--- config.mk ---
export PLATFORM = sky130hd
export DESIGN_NAME = morse_symbol_decoder
export DESIGN_NICKNAME = d
export VERILOG_FILES = /design/src/hw/rtl/msd_pkg.sv /design/src/hw/rtl/morse_symbol_decoder.sv /design/src/hw/rtl/msd_decode.sv /design/src/hw/rtl/msd_outbuf.sv
export SDC_FILE = /design/constraint.sdc
export NUM_CORES = 1
export LEC_CHECK = 0
export ABC_AREA = 1
export BUFFER_PORTS_ARGS = -buffer_cell sky130_fd_sc_hd__buf_2
export CAP_MARGIN = 20
export CORE_UTILIZATION = 41
export DETAILED_ROUTE_END_ITERATION = 10
export PLACE_DENSITY = 0.66
export SKIP_CTS_REPAIR_TIMING = 1
export SLEW_MARGIN = 15
export SYNTH_ARGS = -nofsm -noshare
export SYNTH_HDL_FRONTEND = slang
export SYNTH_SLANG_ARGS = --single-unit
--- constraint.sdc ---
create_clock -name i_clk -period 2.07 [get_ports i_clk]
set_input_delay 0.207 -clock i_clk [delete_from_list [all_inputs] [get_ports i_clk]]
set_output_delay 0.207 -clock i_clk [all_outputs]
set_load 0.01 [all_outputs]
--- src/hw/rtl/msd_pkg.sv ---
// ----------------------------------------------------------------------------
// msd_pkg
// Shared symbol codes, character codes, result type and letter lookup for the
// Morse symbol decoder.
// ----------------------------------------------------------------------------
`default_nettype none

package msd_pkg;

    localparam int SYM_W   = 8;
    localparam int CHAR_W  = 7;
    localparam int COUNT_W = 3;
    localparam int PAT_W   = 5;

    localparam logic [SYM_W-1:0] SYM_DOT  = 8'd46;
    localparam logic [SYM_W-1:0] SYM_DASH = 8'd45;
    localparam logic [SYM_W-1:0] SYM_GAP  = 8'd32;
    localparam logic [SYM_W-1:0] SYM_WORD = 8'd47;

    localparam logic [CHAR_W-1:0] CH_UNKNOWN = 7'h3f;
    localparam logic [CHAR_W-1:0] CH_SPACE   = 7'h20;

    localparam logic [COUNT_W-1:0] MAX_SYMBOLS = 3'd5;
    localparam logic [COUNT_W-1:0] OVER_COUNT  = 3'd6;

    typedef struct packed {
        logic [1:0]        num;
        logic [CHAR_W-1:0] char0;
        logic              last0;
        logic [CHAR_W-1:0] char1;
    } t_result_pair;

    function automatic logic [CHAR_W-1:0] lookup_letter(
        input logic [COUNT_W-1:0] len,
        input logic [PAT_W-1:0]   pat
    );
        logic [CHAR_W-1:0] ch;
        ch = CH_UNKNOWN;
        case ({len, pat})
            {3'd1, 5'b00000}: ch = 7'h45; // E
            {3'd1, 5'b00001}: ch = 7'h54; // T
            {3'd2, 5'b00000}: ch = 7'h49; // I
            {3'd2, 5'b00001}: ch = 7'h41; // A
            {3'd2, 5'b00010}: ch = 7'h4e; // N
            {3'd2, 5'b00011}: ch = 7'h4d; // M
            {3'd3, 5'b00000}: ch = 7'h53; // S
            {3'd3, 5'b00001}: ch = 7'h55; // U
            {3'd3, 5'b00010}: ch = 7'h52; // R
            {3'd3, 5'b00011}: ch = 7'h57; // W
            {3'd3, 5'b00100}: ch = 7'h44; // D
            {3'd3, 5'b00101}: ch = 7'h4b; // K
            {3'd3, 5'b00110}: ch = 7'h47; // G
            {3'd3, 5'b00111}: ch = 7'h4f; // O
            {3'd4, 5'b00000}: ch = 7'h48; // H
            {3'd4, 5'b00001}: ch = 7'h56; // V
            {3'd4, 5'b00010}: ch = 7'h46; // F
            {3'd4, 5'b00100}: ch = 7'h4c; // L
            {3'd4, 5'b00110}: ch = 7'h50; // P
            {3'd4, 5'b00111}: ch = 7'h4a; // J
            {3'd4, 5'b01000}: ch = 7'h42; // B
            {3'd4, 5'b01001}: ch = 7'h58; // X
            {3'd4, 5'b01010}: ch = 7'h43; // C
            {3'd4, 5'b01011}: ch = 7'h59; // Y
            {3'd4, 5'b01100}: ch = 7'h5a; // Z
            {3'd4, 5'b01101}: ch = 7'h51; // Q
            {3'd5, 5'b11111}: ch = 7'h30; // 0
            {3'd5, 5'b01111}: ch = 7'h31; // 1
            {3'd5, 5'b00111}: ch = 7'h32; // 2
            {3'd5, 5'b00011}: ch = 7'h33; // 3
            {3'd5, 5'b00001}: ch = 7'h34; // 4
            {3'd5, 5'b00000}: ch = 7'h35; // 5
            {3'd5, 5'b10000}: ch = 7'h36; // 6
            {3'd5, 5'b11000}: ch = 7'h37; // 7
            {3'd5, 5'b11100}: ch = 7'h38; // 8
            {3'd5, 5'b11110}: ch = 7'h39; // 9
            default:          ch = CH_UNKNOWN;
        endcase
        return ch;
    endfunction

endpackage

`default_nettype wire

--- src/hw/rtl/morse_symbol_decoder.sv ---
// ----------------------------------------------------------------------------
// morse_symbol_decoder
// Stored Morse symbol bytes in, ASCII text characters out.
//
// Input channel: i_valid / o_stall with i_symbol and i_end_of_message. A beat
// is taken on each edge with i_valid high and o_stall low. Dots and dashes
// build up a letter; a letter gap or word gap closes it, a word gap also
// yields a space, and a beat flagged end of message flushes a pending letter.
// Other bytes change nothing.
// Output channel: o_valid / i_stall with o_text_char and o_last_of_run, which
// marks the final character caused by one input beat.
// The first character of a beat is presented in the cycle after the beat is taken.
// Throughput: one input beat per cycle while i_stall is low; a word gap that closes
// a letter gives two characters and holds off input until the first has been taken,
// as the two-entry result register has a single output port.
// Reset: synchronous, active low; clears the pending letter and empties the
// result register.
// Stall: while i_stall is high the presented character holds; input is taken
// only while the result register will be empty at the next edge.
// ----------------------------------------------------------------------------
`default_nettype none

module morse_symbol_decoder
    import msd_pkg::*;
(
    input  wire logic               i_clk,
    input  wire logic               i_rst_n,
    input  wire logic               i_valid,
    output logic                    o_stall,
    input  wire logic [SYM_W-1:0]   i_symbol,
    input  wire logic               i_end_of_message,
    output logic                    o_valid,
    input  wire logic               i_stall,
    output logic [CHAR_W-1:0]       o_text_char,
    output logic                    o_last_of_run
);

    t_result_pair results;
    logic         ready;
    logic         accept;

    assign o_stall = !ready;
    assign accept  = i_valid && ready;

    msd_decode u_decode (
        .i_clk            (i_clk),
        .i_rst_n          (i_rst_n),
        .i_accept         (accept),
        .i_symbol         (i_symbol),
        .i_end_of_message (i_end_of_message),
        .o_results        (results)
    );

    msd_outbuf u_outbuf (
        .i_clk         (i_clk),
        .i_rst_n       (i_rst_n),
        .i_load        (accept),
        .i_results     (results),
        .o_ready       (ready),
        .o_valid       (o_valid),
        .i_stall       (i_stall),
        .o_text_char   (o_text_char),
        .o_last_of_run (o_last_of_run)
    );

endmodule

`default_nettype wire

--- src/hw/rtl/msd_decode.sv ---
// ----------------------------------------------------------------------------
// msd_decode
// Letter accumulator: collects dots and dashes, closes letters on gaps and
// end of message, and forms the results of one input beat.
// ----------------------------------------------------------------------------
`default_nettype none

module msd_decode
    import msd_pkg::*;
(
    input  wire logic               i_clk,
    input  wire logic               i_rst_n,
    input  wire logic               i_accept,
    input  wire logic [SYM_W-1:0]   i_symbol,
    input  wire logic               i_end_of_message,
    output t_result_pair            o_results
);

    logic [COUNT_W-1:0] r_count, n_count;
    logic [PAT_W-1:0]   r_pattern, n_pattern;

    logic               is_mark, is_dash, is_gap, is_word;
    logic [COUNT_W-1:0] mark_count;
    logic [PAT_W-1:0]   mark_pattern;
    logic               pend_after;
    logic               has_letter;
    logic [CHAR_W-1:0]  letter;

    always_comb begin
        is_dash = (i_symbol == SYM_DASH);
        is_mark = (i_symbol == SYM_DOT) || is_dash;
        is_gap  = (i_symbol == SYM_GAP);
        is_word = (i_symbol == SYM_WORD);

        if (r_count < MAX_SYMBOLS) begin
            mark_count   = r_count + 3'd1;
            mark_pattern = {r_pattern[PAT_W-2:0], is_dash};
        end else begin
            mark_count   = OVER_COUNT;
            mark_pattern = r_pattern;
        end

        if (is_mark) begin
            letter     = lookup_letter(mark_count, mark_pattern);
            pend_after = 1'b1;
        end else begin
            letter     = lookup_letter(r_count, r_pattern);
            pend_after = !(is_gap || is_word) && (r_count != '0);
        end

        has_letter = ((is_gap || is_word) && (r_count != '0))
                   || (i_end_of_message && pend_after);

        o_results.num   = {1'b0, has_letter} + {1'b0, is_word};
        o_results.char0 = has_letter ? letter : CH_SPACE;
        o_results.last0 = !(has_letter && is_word);
        o_results.char1 = CH_SPACE;

        n_count   = r_count;
        n_pattern = r_pattern;
        if (i_accept) begin
            if (is_mark && !i_end_of_message) begin
                n_count   = mark_count;
                n_pattern = mark_pattern;
            end else if (is_mark || is_gap || is_word || i_end_of_message) begin
                n_count   = '0;
                n_pattern = '0;
            end
        end
    end

    always_ff @(posedge i_clk) begin
        if (!i_rst_n) begin
            r_count   <= '0;
            r_pattern <= '0;
        end else begin
            r_count   <= n_count;
            r_pattern <= n_pattern;
        end
    end

endmodule

`default_nettype wire

--- src/hw/rtl/msd_outbuf.sv ---
// ----------------------------------------------------------------------------
// msd_outbuf
// Two-entry result register: takes the results of one beat and presents them
// one per output beat.
// ----------------------------------------------------------------------------
`default_nettype none

module msd_outbuf
    import msd_pkg::*;
(
    input  wire logic               i_clk,
    input  wire logic               i_rst_n,
    input  wire logic               i_load,
    input  wire t_result_pair       i_results,
    output logic                    o_ready,
    output logic                    o_valid,
    input  wire logic               i_stall,
    output logic [CHAR_W-1:0]       o_text_char,
    output logic                    o_last_of_run
);

    logic [1:0]        r_fill, n_fill;
    logic [CHAR_W-1:0] r_char0, n_char0;
    logic              r_last0, n_last0;
    logic [CHAR_W-1:0] r_char1, n_char1;
    logic              pop;

    always_comb begin
        pop     = (r_fill != 2'd0) && !i_stall;
        o_ready = (r_fill == 2'd0) || ((r_fill == 2'd1) && !i_stall);
        o_valid = (r_fill != 2'd0);

        n_fill  = r_fill;
        n_char0 = r_char0;
        n_last0 = r_last0;
        n_char1 = r_char1;
        if (i_load && (i_results.num != 2'd0)) begin
            n_fill  = i_results.num;
            n_char0 = i_results.char0;
            n_last0 = i_results.last0;
            n_char1 = i_results.char1;
        end else if (pop) begin
            n_fill  = r_fill - 2'd1;
            n_char0 = r_char1;
            n_last0 = 1'b1;
        end
    end

    assign o_text_char   = r_char0;
    assign o_last_of_run = r_last0;

    always_ff @(posedge i_clk) begin
        if (!i_rst_n) begin
            r_fill <= '0;
        end else begin
            r_fill <= n_fill;
        end
    end

    always_ff @(posedge i_clk) begin
        r_char0 <= n_char0;
        r_last0 <= n_last0;
        r_char1 <= n_char1;
    end

endmodule

`default_nettype wire

==> impl_metrics.yaml, run 1 <==
run_status:
  status: "finished, final reports clean"
floorplanning:
  rows: 27
  die_x_um: 78.6
  fp.dieH_um: 78.6
  io_pins: 23
  start_util: 0.432
  core_um2: 5570
  dieArea_um2: 6180
grt:
  grt_util_all_layers: 0.259
  overflow: 0
  grt_pass1_vias: 2855
  grt_start_max_net_pins: 18
  antenna_found_initial: 0
  grt_pass1_wl_mm: 12.9
timing:
  rsz0062_at_grt: "yes"
  drv_slew: 0
  fin_tns_setup_ns: 0
  worst_pin_slew_ns: 0.527
  fmax_mhz: 492
  setup_violations: 0
  skew_ns: 0.00699
  period_share: 0.981
  maxSlewHeadroom: 0.648
  report.final.hold_viol_count: 0
  period_needed_ns: 2.03
synthesis:
  synthTopCellsByArea: "nand2_1 17%, nor2_1 11%, nand3_1 10%"
  synth_cell_type_count: 35
  yosys.area.top_type: "nand2_1"
  yosys-top-cells-count: "106 x nand2_1, 73 x nor2_1, 50 x nand3_1"
  synthMuxAreaShare: 0
  synth_top_family_by_area: "simple AND/OR/NAND/NOR gates"
  ys_async_sr_fraction: 0
  synthSimpleGateAreaFrac: 0.565
  post_synth.cell_area_avg_um2: 5.76
  synth-seq-area-share: 0.183
  ys_seq_elements: 18
  synth-main-ff-cell: "dfxtp_1"
  synth_nets: 437
  synth_fa_ha_area_frac: 0.0312
  synth_top_area_share: 0.165
  synth_area_um2: 2410
  synth_compound_area_frac: 0.120
  syn_inst: 418
  synth.most_common_cell: "nand2_1"
  synth_xor_area_frac: 0
  yosys_warnings: 0
  synth_edf_count: 8
routing:
  dr.pass1.iters: 5
  avgViaCountPerCell: 5.42
  route.vias.total: 3107
  drcViolationCount: 0
  routedWlPerCell_um: 14.6
  drtIter0Drc: 190
  ant_nets: 0
  detail_route.wirelength_mm: 8.37
job:
  maxCapViolCount: 0
place:
  post_dp_cell_area_um2: 2960
  post-dp-hpwl_mm: 6.24
  dp.cells: 556
  portBuffers: 22
  globalplace.congestion: 0.955
critical_path:
  cpPeakStageDelay_ns: 0.36
  start_kind: "register"
  reg2reg_depth: 16
  rrSetupSlack_ns: 0.04
  cp_max_fo: 7
  reg2reg_from: "u_decode.r_count[0]$_SDFFE_PN0P_"
  arrival_ns: 2.04
  rr_endpoint: "u_outbuf.o_text_char[3]$_SDFFCE_PN0P_"
  cp-startpoint: "u_decode.r_count[0]$_SDFFE_PN0P_"
  cp_data_required_time_ns: 2.08
  slowest_stage: "dfxtp_4"
  crit_top_cell: "nand2_1"
  crit_path_end: "u_outbuf.o_text_char[3]$_SDFFCE_PN0P_"
  end_kind: "register"
  cp_cell_sequence: "buf_4, ha_4, inv_1, nand2_2, nand2_4, nor2_4, inv_2, nor2_4, buf_6, buf_4, nand2_1, nand2_1, nor2_2, nand2_1, nor2_2, a21oi_1"
  path_class: "register to register"
cts:
  cts_buffers: 3
  cts.htree.levels: 1
  cts_tree: "yes"
  root_buffer: "clkbuf_8"
  clkTransAtPathRegs_ns: 0.07
  clk_latency_ns: 0.25
  cts_max_path_buffers: 2
  cts_sinks: 18
cells_and_area:
  area_growth_syn_to_layout_pct: 40.0
  nets: 521
  antennaDiodeCount: 0
  final_cell_count_no_fill: 573
  drive_above_1_share: 0.383
  fin_area_um2: 3370
power_and_ir_drop:
  cellPowerDensity_nw_per_um2: 902
  leakage_nw: 1.68
  design_power_total_mw: 3.04
  ir_drop_mv: 0.362
hold_path:
  holdCritPathClass: "primary input to register"
[through the flow]
step | util | worst slack (ns) | hold slack, ns
floorplan | - | -0.0745 | 0.345
CTS | 0.539 | -0.0544 | 0.216
finish | 0.605 | 0.0393 | 0.211
detailed placement | 0.531 | -0.0852 | 0.480
global placement | 0.531 | -0.0598 | 0.479
global route | 0.605 | -0.0844 | 0.255
[worst min path at each step]
stage	start	to	slack, ns	cells past startpoint
2_1_floorplan	i_rst_n	u_decode.r_pattern[4]$_SDFFE_PN0P_	0.35	2
3_3_place_gp	i_rst_n	u_decode.r_pattern[4]$_SDFFE_PN0P_	0.48	3
3_5_place_dp	i_rst_n	u_decode.r_pattern[4]$_SDFFE_PN0P_	0.48	3
4_1_cts	i_rst_n	u_decode.r_pattern[4]$_SDFFE_PN0P_	0.22	3
5_1_grt	i_rst_n	u_decode.r_pattern[4]$_SDFFE_PN0P_	0.25	3
6_report	i_rst_n	u_decode.r_pattern[4]$_SDFFE_PN0P_	0.21	3
[layer usage]
metal / vias to the layer above / part of all wire / GRT usage
met5: - / 0 / 0
met2: 112 / 0.50 / 0.465
met3: 18 / 0.045 / 0.0198
met1: 1440 / 0.43 / 0.324
li1: 1537 / - / -
met4: 0 / 0.021 / 0.0870
[worst max-delay path: cells and delay by family, from the launching register on]
family | cells | cell delay [ns]
DFF | 1 | 0.36
adders and majority gates | 1 | 0.15
buffers and inverters | 5 | 0.51
and+or+nand+nor | 9 | 0.70
AOI/OAI and AO/OA | 1 | 0.07
[area by class of cell]
class	instances	area (um^2)
clock buffers	3	41.3
fillers	526	2200
inverters	54	213
well taps	72	90.1
flip-flops and latches	18	452
repair buffers	82	584
clock inverters	1	3.75
multi-input cells	343	1990
[sequential cells by signal (all words and copies together), names as in the netlist]
signal                  flops
u_outbuf.o_last_of_run      1
u_decode.r_count            3
u_outbuf.r_fill             2
u_outbuf.o_text_char        7
u_decode.r_pattern          5
[power breakdown]
part           internal [mW]  switching [mW]
Clock                  0.132           0.119
Sequential             0.491          0.0661
Combinational          0.861            1.37
[logic make-up (layout without fill, tap and decap cells)]
group / after synthesis / after routing
AO/OA/AOI/OAI: 49 / 49
AND/OR/NAND/NOR: 286 / 288
flip-flops: 18 / 18
buffers and inverters: 59 / 140
adder cells (fa/ha/maj): 6 / 6
[cell usage in the layout, fill, tap and decap left out, drive strengths merged, types with 7 or more instances in the layout]
| master | synthesis | layout |
|---|---|---|
| nor2 | 84 | 84 |
| nand2 | 122 | 124 |
| a21oi | 16 | 16 |
| buf | 5 | 82 |
| nor3 | 12 | 12 |
| inv | 53 | 53 |
| o21ai | 17 | 17 |
| a211oi | 7 | 7 |
| nand3 | 60 | 60 |
| dfxtp | 10 | 10 |
| edfxtp | 8 | 8 |
Power figures use the tool's default switching activity.
==> run 2, diff against run 1 <==
--- a/config.mk
+++ b/config.mk
@@ -10,7 +10,7 @@
 export CAP_MARGIN = 20
 export CORE_UTILIZATION = 41
 export DETAILED_ROUTE_END_ITERATION = 10
-export PLACE_DENSITY = 0.66
+export PLACE_DENSITY = 0.64
 export SKIP_CTS_REPAIR_TIMING = 1
 export SLEW_MARGIN = 15
 export SYNTH_ARGS = -nofsm -noshare
==> constraint.sdc (replaced) <==
create_clock -name i_clk -period 2.1 [get_ports i_clk]
set_input_delay 0.21 -clock i_clk [delete_from_list [all_inputs] [get_ports i_clk]]
set_output_delay 0.21 -clock i_clk [all_outputs]
set_load 0.01 [all_outputs]
==> run 2 against run 1 <==
  * Total power decreased by 7.1%
  * Critical path type unchanged
  * Count of clock-buffer cells in the layout stayed put
  * Global-route usage grew 0.12 points
  * Critical path depth fell by 3
==> impl_metrics.yaml, run 2 (synthesis results as in run 1) <==
floorplanning:
  dieArea_um2: 6180
  rows: 27
  io_pins: 23
  die_x_um: 78.6
  core_um2: 5570
  start_util: 0.432
  fp.dieH_um: 78.6
hold_path:
  holdCritPathClass: "primary input to register"
cts:
  cts_tree: "yes"
  clkTransAtPathRegs_ns: 0.08
  cts_sinks: 18
  cts_buffers: 3
  clk_latency_ns: 0.26
  cts.htree.levels: 1
  root_buffer: "clkbuf_8"
  cts_max_path_buffers: 2
grt:
  antenna_found_initial: 0
  grt_pass1_wl_mm: 12.8
  grt_start_max_net_pins: 18
  grt_pass1_vias: 2732
  overflow: 0
  grt_util_all_layers: 0.261
timing:
  fin_tns_setup_ns: 0
  period_share: 0.989
  report.final.hold_viol_count: 0
  hold_slack_ns: 0.216
  rsz0062_at_grt: "yes"
  worst_pin_slew_ns: 0.480
  maxSlewHeadroom: 0.679
  fmax_mhz: 482
  drv_slew: 0
  setup_violations: 0
  skew_ns: 0.0130
  period_needed_ns: 2.08
routing:
  routedWlPerCell_um: 14.4
  detail_route.wirelength_mm: 8.13
  ant_nets: 0
  drcViolationCount: 0
  route.vias.total: 3028
  avgViaCountPerCell: 5.38
  drtIter0Drc: 162
  dr.pass1.iters: 7
cells_and_area:
  antennaDiodeCount: 0
  final_cell_count_no_fill: 563
  final_core_util: 0.580
  area_growth_syn_to_layout_pct: 34.4
  nets: 511
  fin_area_um2: 3230
  layout_commonest_cell: "nand2_1"
  largest_register_ffs: 7
  final_cell_mix: "96 x nand2_1, 59 x nor2_1, 47 x buf_4"
  drive_above_1_share: 0.338
critical_path:
  arrival_ns: 2.19
  cp_data_required_time_ns: 2.22
  cp_max_fo: 7
  end_kind: "register"
  rrSetupSlack_ns: 0.02
  start_kind: "register"
  path_class: "register to register"
place:
  portBuffers: 22
  post-dp-hpwl_mm: 6.05
  post_dp_cell_area_um2: 2890
  globalplace.congestion: 1.01
  dp.cells: 546
run_status:
  status: "finished, final reports clean"
job:
  maxCapViolCount: 0
power_and_ir_drop:
  cellPowerDensity_nw_per_um2: 873
  ir_drop_mv: 0.425
  leakage_nw: 1.60
==> run 2: cell types whose count changed in the layout (fill, tap and decap cells not counted), sizes merged <==
| cell | previous run | this run |
|---|---|---|
| buf | 82 | 74 |
| nand2 | 124 | 122 |
==> run 2: layout make-up <==
type	count	area, um^2
clock buffers	3	41.3
well taps	72	90.1
fillers	543	2340
clock inverters	1	3.75
inverters	54	218
multi-input cells	341	1890
repair buffers	74	537
flip-flops and latches	18	450
==> run 2: routing by layer <==
metal / global-route usage / vias to the layer above / share of wire
met5: 0 / - / 0
met4: 0.0796 / 0 / 0.028
met3: 0.0163 / 26 / 0.049
met2: 0.452 / 154 / 0.49
met1: 0.342 / 1338 / 0.43
li1: - / 1510 / -
==> run 2: report_power, final <==
group | total (mW) | switching (mW) | internal (mW)
logic | 2.02 | 1.26 | 0.761
clock network | 0.262 | 0.131 | 0.130
registers | 0.544 | 0.0611 | 0.483
total | 2.82 | 1.45 | 1.37
==> run 2: path summary, 6_finish.rpt <==
kind | from | endpoint | depth (start not counted)
setup reg to reg | u_decode.r_count[0]$_SDFFE_PN0P_ | u_outbuf.o_text_char[3]$_SDFFCE_PN0P_ | 13
setup / recovery | u_decode.r_count[0]$_SDFFE_PN0P_ | u_outbuf.o_text_char[3]$_SDFFCE_PN0P_ | 13
hold reg to reg | u_decode.r_count[1]$_SDFFE_PN0P_ | u_decode.r_count[1]$_SDFFE_PN0P_ | 2
hold / removal | i_rst_n | u_decode.r_pattern[4]$_SDFFE_PN0P_ | 3
==> run 2: per-stage QoR <==
step	setup WS (ns)	total power [mW]
2_1_floorplan	-0.0475	1.70
3_5_place_dp	-0.0910	2.25
5_1_grt	-0.0693	3.06
3_3_place_gp	-0.000138	2.26
4_1_cts	-0.107	2.52
6_report	0.0241	2.82
==> run 2: critical path: stages (launching register included) <==
cell and delay [ns]:
dfxtp_4 0.38, inv_8 0.05, ha_4 0.25, inv_1 0.10, nand2_2 0.09, nor2_4 0.17, inv_2 0.07, nor2_4 0.17
nand2_2 0.11, nor2_2 0.14, inv_1 0.07, o211ai_1 0.11, nor2_2 0.07, a21oi_2 0.16
